$ cat src/hw/rtl/mbc3_pkg.sv
`timescale 1ns / 1ps
package mbc3_pkg;

    localparam int RAM_BYTES_DEF     = 32768;
    localparam int ROM_ADDR_BITS_DEF = 21;

    // Item kinds
    localparam logic [1:0] KIND_READ  = 2'd0;
    localparam logic [1:0] KIND_WRITE = 2'd1;
    localparam logic [1:0] KIND_TICK  = 2'd2;

    // Result targets
    localparam logic [1:0] TGT_DATA = 2'd0;
    localparam logic [1:0] TGT_ROM  = 2'd1;
    localparam logic [1:0] TGT_NONE = 2'd2;

    // Configuration register indexes
    localparam logic [1:0] CFG_ROM_BYTES  = 2'd0;
    localparam logic [1:0] CFG_RAM_TOTAL  = 2'd1;
    localparam logic [1:0] CFG_RAM_STRIDE = 2'd2;

    // Clock register selects
    localparam logic [7:0] RTC_SEC  = 8'h08;
    localparam logic [7:0] RTC_MIN  = 8'h09;
    localparam logic [7:0] RTC_HR   = 8'h0A;
    localparam logic [7:0] RTC_DAYL = 8'h0B;
    localparam logic [7:0] RTC_CTRL = 8'h0C;

    typedef struct packed {
        logic [1:0]  kind;
        logic [15:0] address;
        logic [7:0]  write_data;
    } in_item_t;

    typedef struct packed {
        logic [1:0]  target;
        logic [20:0] rom_address;
        logic [7:0]  read_data;
        logic        out_of_range;
    } out_item_t;

    typedef struct packed {
        logic [7:0] seconds;
        logic [7:0] minutes;
        logic [7:0] hours;
        logic [8:0] days;
        logic       halt;
        logic       day_ovf;
    } rtc_t;

endpackage

$ cat src/hw/rtl/mbc3_rtc_tick.sv
`timescale 1ns / 1ps
module mbc3_rtc_tick
    import mbc3_pkg::*;
(
    input  rtc_t cur,
    output rtc_t nxt
);

    localparam int SEC_PER_MIN = 60;
    localparam int HR_PER_DAY  = 24;
    localparam int MAX_Q60     = 255 / SEC_PER_MIN;
    localparam int MAX_Q24     = 255 / HR_PER_DAY;

    typedef struct packed {
        logic [3:0] q;
        logic [7:0] r;
    } divmod_t;

    // Quotient and remainder by independent threshold compares.
    function automatic divmod_t div60(input logic [7:0] v);
        divmod_t res;
        res.q = '0;
        res.r = v;
        for (int k = 1; k <= MAX_Q60; k++)
        begin
            if (v >= 8'(k * SEC_PER_MIN))
            begin
                res.q = 4'(k);
                res.r = v - 8'(k * SEC_PER_MIN);
            end
        end
        return res;
    endfunction

    function automatic divmod_t div24(input logic [7:0] v);
        divmod_t res;
        res.q = '0;
        res.r = v;
        for (int k = 1; k <= MAX_Q24; k++)
        begin
            if (v >= 8'(k * HR_PER_DAY))
            begin
                res.q = 4'(k);
                res.r = v - 8'(k * HR_PER_DAY);
            end
        end
        return res;
    endfunction

    always_comb
    begin
        logic [7:0] s;
        logic [7:0] m;
        logic [7:0] h;
        logic [9:0] dsum;
        divmod_t    dm;
        nxt  = cur;
        s    = cur.seconds + 8'd1;
        m    = cur.minutes;
        h    = cur.hours;
        dsum = '0;
        dm   = '0;
        if (!cur.halt)
        begin
            if (s >= 8'(SEC_PER_MIN))
            begin
                dm = div60(s);
                m  = m + {4'd0, dm.q};
                s  = dm.r;
            end
            if (m >= 8'(SEC_PER_MIN))
            begin
                dm = div60(m);
                h  = h + {4'd0, dm.q};
                m  = dm.r;
            end
            nxt.seconds = s;
            nxt.minutes = m;
            nxt.hours   = h;
            if (h >= 8'(HR_PER_DAY))
            begin
                dm          = div24(h);
                dsum        = {1'b0, cur.days} + {6'd0, dm.q};
                nxt.hours   = dm.r;
                nxt.days    = dsum[8:0];
                // day counter overflow sets the sticky carry
                if (dsum[9])
                begin
                    nxt.day_ovf = 1'b1;
                end
            end
        end
    end

endmodule

$ cat config.mk
export PLATFORM = sky130hd
export DESIGN_NAME = mbc3_rtc_tick
export DESIGN_NICKNAME = d
export VERILOG_FILES = /design/src/hw/rtl/mbc3_pkg.sv /design/src/hw/rtl/mbc3_rtc_tick.sv
export SDC_FILE = /design/constraint.sdc
export NUM_CORES = 1
export LEC_CHECK = 0
export BUFFER_PORTS_ARGS = -buffer_cell sky130_fd_sc_hd__buf_2
export CAP_MARGIN = 30
export CORE_MARGIN = 3
export CORE_UTILIZATION = 59
export DETAILED_ROUTE_END_ITERATION = 10
export PLACE_DENSITY = 0.95
export SYNTH_ARGS = -nofsm -noshare
export SYNTH_HDL_FRONTEND = slang
export SYNTH_SLANG_ARGS = --single-unit
$ cat constraint.sdc
create_clock -name vclk -period 27.6
set_input_delay 4.14 -clock vclk [all_inputs]
set_output_delay 4.14 -clock vclk [all_outputs]
set_load 0.03 [all_outputs]
==> results of run 1 <==
==> worst max-delay path, delay by kind of cell <==
family | cells | cell delay (ns)
compound gates | 9 | 2.30
buf+inv | 8 | 1.33
simple gates | 18 | 2.87
xor+xnor | 4 | 1.26
fa+ha+maj | 10 | 2.77
==> power by group <==
group	switching, mW	leakage, nW	internal [mW]
sequential	0	0	0
combinational	0.0740	1.73	0.0399
clock	0	0	0
total	0.0740	1.73	0.0399
==> path summary, 6_finish.rpt <==
check | endpoint | from | cells after the start | slack (ns)
worst max-delay path | nxt[8] | cur[27] | 49 | 8.77
worst min-delay path | nxt[10] | cur[10] | 3 | 8.60
==> final cells by class <==
cell class | instances | share of cell area
inverter | 33 | 0.03138
multi-input combinational | 465 | 0.8571
tap | 72 | 0.02282
timing repair buffer | 70 | 0.08875
==> placed cells by master, fill, tap and decap left out, types with 5 or more instances in the layout <==
cell type	count
o211ai_1	7
o21ai_1	8
buf_2	70
inv_1	30
nor2b_1	6
o21ai_0	29
and3_1	7
and2_1	10
o31a_1	5
ha_1	41
nor3_1	10
xor2_1	13
mux2_2	5
a211oi_1	9
nand2_1	73
a21oi_1	30
nor4_1	5
nand3_1	18
nand4_1	8
nor2_1	37
xnor2_1	21
o31ai_1	9
==> cell families after synthesis <==
group / after synthesis / share of synthesized area
muxes: 8 / 0.02380
adders and majority gates: 44 / 0.1580
AOI/OAI and AO/OA: 167 / 0.3512
buffers and inverters: 52 / 0.06726
and+or+nand+nor: 209 / 0.3011
xor gates and xnor gates: 37 / 0.09866
==> Yosys cell counts, drive strengths merged, types with 4 or more instances <==
cell type  instances  area share
nor2              37       0.038
xor2              14       0.036
nand4              8       0.014
nand2             75       0.079
a21o               4      0.0083
mux2               5       0.016
buf               12       0.026
clkbuf             7      0.0072
inv               33       0.034
xnor2             23       0.063
o21a               4      0.0083
o31ai             12       0.034
o21ai             37       0.051
nor3              12       0.021
o211ai             7       0.014
a221o              4       0.011
a21oi             32       0.046
nor2b              6       0.010
o211a              4       0.011
o31a               5       0.012
nand2b             4      0.0069
and3               7       0.012
or3                5       0.010
a211oi             9       0.019
ha                41        0.14
nor4               6       0.014
a221oi             5       0.014
and2              12       0.021
nor3b              5       0.012
nand3             19       0.028
==> stage by stage <==
stage | total power [mW] | instance area (um^2) | cells | hold WS, ns | setup slack, ns
after floorplan | 0.08389 | 3627 | 517 | 8.412 | 10.41
after global placement | 0.1099 | 3948 | 640 | 8.598 | 9.350
after detailed placement | 0.1109 | 3948 | 640 | 8.604 | 9.090
after CTS | 0.1116 | 3948 | 640 | 8.604 | 8.999
after global routing | 0.1235 | 3948 | 640 | 8.620 | 7.864
final | 0.1140 | 3948 | 640 | 8.602 | 8.769
==> metal layers <==
metal  global-route usage  vias to the layer above  wire length (um)
li1                     -                     2039                 -
met1               0.4319                     1980              4891
met2               0.4957                      288              4980
met3              0.04514                       41              1286
met4              0.06475                        0               267
met5                    0                        -                 0
==> metrics.yaml, run 1 <==
timing:
  fin_crit_sh: 0.6823
  fin_tns_setup_ns: 0
  worst_pin_slew_ns: 0.9734
  slew_violations: 0
  hold_viol_final: 0
  fmax_ghz: 0.05310
  setup_viol: 0
  rsz0062_at_grt: "false"
  period_needed_ns: 18.83
  timing.slew.headroom: 0.3483
clocking:
  cts_setup_buffers: 0
  ctsHoldBuffers: 0
  cts_resized: 0
drt:
  viasPerCell: 6.794
  drtIter0Drc: 483
  ant_nets: 0
  routed_wl_mm: 11.43
  drc: 0
  vias: 4348
  drt-pass1-iter-count: 5
  routedWlPerCell_um: 17.85
final_layout:
  utilization: 0.6914
  nFillCells: 476
  nNetsFinal: 649
  drive_above_1_share: 0.1901
  multiInputGateArea_um2: 3383
  clockBufferCount: 0
  synthToLayoutAreaGrowth_pct: 8.831
  seq_cell_count: 0
  seqCellArea_um2: 0
  antennaDiodeCount: 0
critical_path:
  worstPathRequired_ns: 23.46
  cp-end-kind: "primary output"
  crit_arrival_ns: 14.69
  path_class: "in2out"
  path_max_fanout: 11
  crit_slowest_cell: "xnor2_2"
  worstSetupStartpointType: "input pin"
  max_stage_delay_ns: 0.60
  cp_common_cell: "ha_1"
grt:
  grt_max_degree: 34
  grt_pass1_wl_mm: 18.94
  grtUsageTotal: 0.3067
  antenna_found_initial: 0
  grt_pass1_vias: 3983
  overflow: 0
floorplan:
  dieArea_um2: 7125
  rows: 27
  die_h_um: 84.41
  initial_core_util: 0.6353
  ios: 70
  core-area_um2: 5709
  die_w_um: 84.41
flow_run:
  max_cap_violations: 0
worst_hold_path:
  hp-class: "in2out"
run_status:
  run_status: "complete, no violations"
logic_synthesis:
  yosys_warnings: 0
  post_synth.cell_area_avg_um2: 7.016
  synth.net_count: 596
  synthCells: 517
  syn-cell-area_um2: 3627
  yosysUniqueCellTypes: 92
  yosysSeqAreaShare: 0
pwr:
  vdd_ir_drop_max_uv: 16.13
  p_leak_nw: 1.733
  pwr_density_cell_nw_per_um2: 28.87
place:
  io_buffers: 70
  dpl.hpwl_mm: 9.066
  gp_congestion: 1.044
(Power assumes the default switching activity.)
==> run 2: changes to the inputs <==
ABC_AREA = 1   (was not set)
clock period = 18.3 ns   (was 27.6 ns; I/O delays follow)
==> metrics.yaml, run 2 <==
final_layout:
  seq_cell_count: 0
  nNetsFinal: 729
  drive_above_1_share: 0.1944
  fin_cells: 718
  clockBufferCount: 0
  antennaDiodeCount: 0
  layout_commonest_cell: "nand2_1"
  synthToLayoutAreaGrowth_pct: 11.50
  seqCellArea_um2: 0
  most-common-layout-cells: "nand2_1, inv_1, buf_2, a21oi_1, ha_1"
pwr:
  p_int_uw: 73.38
  vdd_ir_drop_max_uv: 31.52
  power_frac_seq: 0
  clkPwrFrac: 0
  power_switching_uw: 155.5
  pwr_density_cell_nw_per_um2: 60.85
  totalPowerFinal_uw: 228.9
  swShare: 0.6793
  p_leak_nw: 2.080
  power.share.combinational: 1.000
logic_synthesis:
  synth_xor_xnor_area_share: 0.1009
  synth_top_family_by_area: "simple AND/OR/NAND/NOR gates"
  synth_compound_area_frac: 0.1973
  yosysSeqAreaShare: 0
  synth_top_area_share: 0.1947
  yosysMostFrequentCell: "nand2_1"
  yosysUniqueCellTypes: 52
  synth.mux.area_fraction: 0
  yosys.area.top_type: "nand2_1"
  yosys.area_share.simple: 0.4136
  synth_area_leaders: "nand2_1, ha_1, inv_1"
  synth.net_count: 665
  post_synth.cell_area_avg_um2: 5.756
  yosys_warnings: 0
  synth_fa_ha_area_frac: 0.1699
  synthCells: 586
  syn-cell-area_um2: 3373
  ys_top_cells_by_count: "nand2_1, inv_1, a21oi_1, ha_1"
floorplan:
  ios: 70
  die_h_um: 81.62
  core-area_um2: 5303
  die_w_um: 81.62
  dieArea_um2: 6661
  initial_core_util: 0.6361
  rows: 26
place:
  dp_cells: 718
  io_buffers: 70
  dpl.hpwl_mm: 8.295
  pre_cts_slack_ns: 3.851
  gp_congestion: 1.040
drt:
  routedWlPerCell_um: 14.25
  routed_wl_mm: 10.23
  drtIter0Drc: 525
  ant_nets: 0
  drt-pass1-iter-count: 8
  drc: 0
  viasPerCell: 5.887
  vias: 4227
grt:
  grt_pass1_vias: 3794
  antenna_found_initial: 0
  grt_pass1_wl_mm: 16.83
  grtUsageTotal: 0.3051
  grt_max_degree: 25
  overflow: 0
critical_path:
  worstSetupStartpointType: "input pin"
  crit_arrival_ns: 11.93
  cp_common_cell: "inv_1"
  worstPathRequired_ns: 15.55
  path_class: "in2out"
  path_max_fanout: 16
  cp-end-kind: "primary output"
  max_stage_delay_ns: 0.43
  crit_slowest_cell: "fa_1"
timing:
  worst_pin_slew_ns: 0.6568
  fmax_ghz: 0.06816
  period_needed_ns: 14.67
  finalWorstSetupSlack_ns: 3.629
  slew_violations: 0
  timing.slew.headroom: 0.5587
  rsz0062_at_grt: "false"
  fin_crit_sh: 0.8017
  hold_ws_ns: 5.819
  setup_viol: 0
  hold_viol_final: 0
  fin_tns_setup_ns: 0
run_status:
  run_status: "complete, no violations"
flow_run:
  max_cap_violations: 0
clocking:
  cts_resized: 0
  ctsHoldBuffers: 0
  cts_setup_buffers: 0
worst_hold_path:
  hp-class: "in2out"
run 2: changes by cell type after synthesis, sizes merged, moves of 6 or more:
| cell | previous run | this run |
|---|---|---|
| nand3 | 19 | 35 |
| a211oi | 9 | 0 |
| nand2 | 75 | 193 |
| buf | 12 | 5 |
| nor2b | 6 | 0 |
| xnor2 | 23 | 9 |
| nand4 | 8 | 16 |
| o31ai | 12 | 1 |
| a21oi | 32 | 43 |
| inv | 33 | 90 |
| and3 | 7 | 0 |
| xor2 | 14 | 29 |
| and2 | 12 | 1 |
run 2: path summary, 6_finish.rpt:
check / from / endpoint / depth (start not counted)
worst max-delay path: cur[27] / nxt[10] / 54
worst min-delay path: cur[10] / nxt[10] / 3
run 2: critical path, delay by kind of cell:
family	cells	cell delay, ns
buf+inv	12	1.54
simple gates	23	3.29
fa+ha+maj	9	2.52
xor+xnor	3	0.63
compound gates	7	1.21
run 2: cells by family after synthesis:
| kind of cell | after synthesis |
|---|---|
| AND/OR/NAND/NOR | 298 |
| AO/OA/AOI/OAI | 106 |
| buffers and inverters | 100 |
| adder cells (fa/ha/maj) | 44 |
| XOR/XNOR | 38 |
run 2: final cells by class:
type,instances,area [um^2]
inverters,92,349.1
multi-input cells,486,2974
repair buffers,70,350.3
well taps,70,87.58
fillers,477,1541
run 2: layer usage:
metal,vias to the layer above,global-route usage,wire length (um)
met3,39,0.007675,972
met1,1872,0.4016,4217
met5,-,0,0
met2,265,0.5546,4821
met4,0,0.06146,218
li1,2051,-,-
run 2: power groups by stage:
stage / Combinational, mW / Sequential, mW / Clock, mW
after floorplan: 0.171 / 0 / 0
after global placement: 0.219 / 0 / 0
after detailed placement: 0.223 / 0 / 0
after CTS: 0.224 / 0 / 0
after global routing: 0.252 / 0 / 0
final: 0.229 / 0 / 0
run 2: per-stage QoR:
step                utilization  area, um^2
floorplan                     -        3373
global placement         0.7093        3761
detailed placement       0.7093        3761
CTS                      0.7093        3761
global route             0.7093        3761
finish                   0.7093        3761
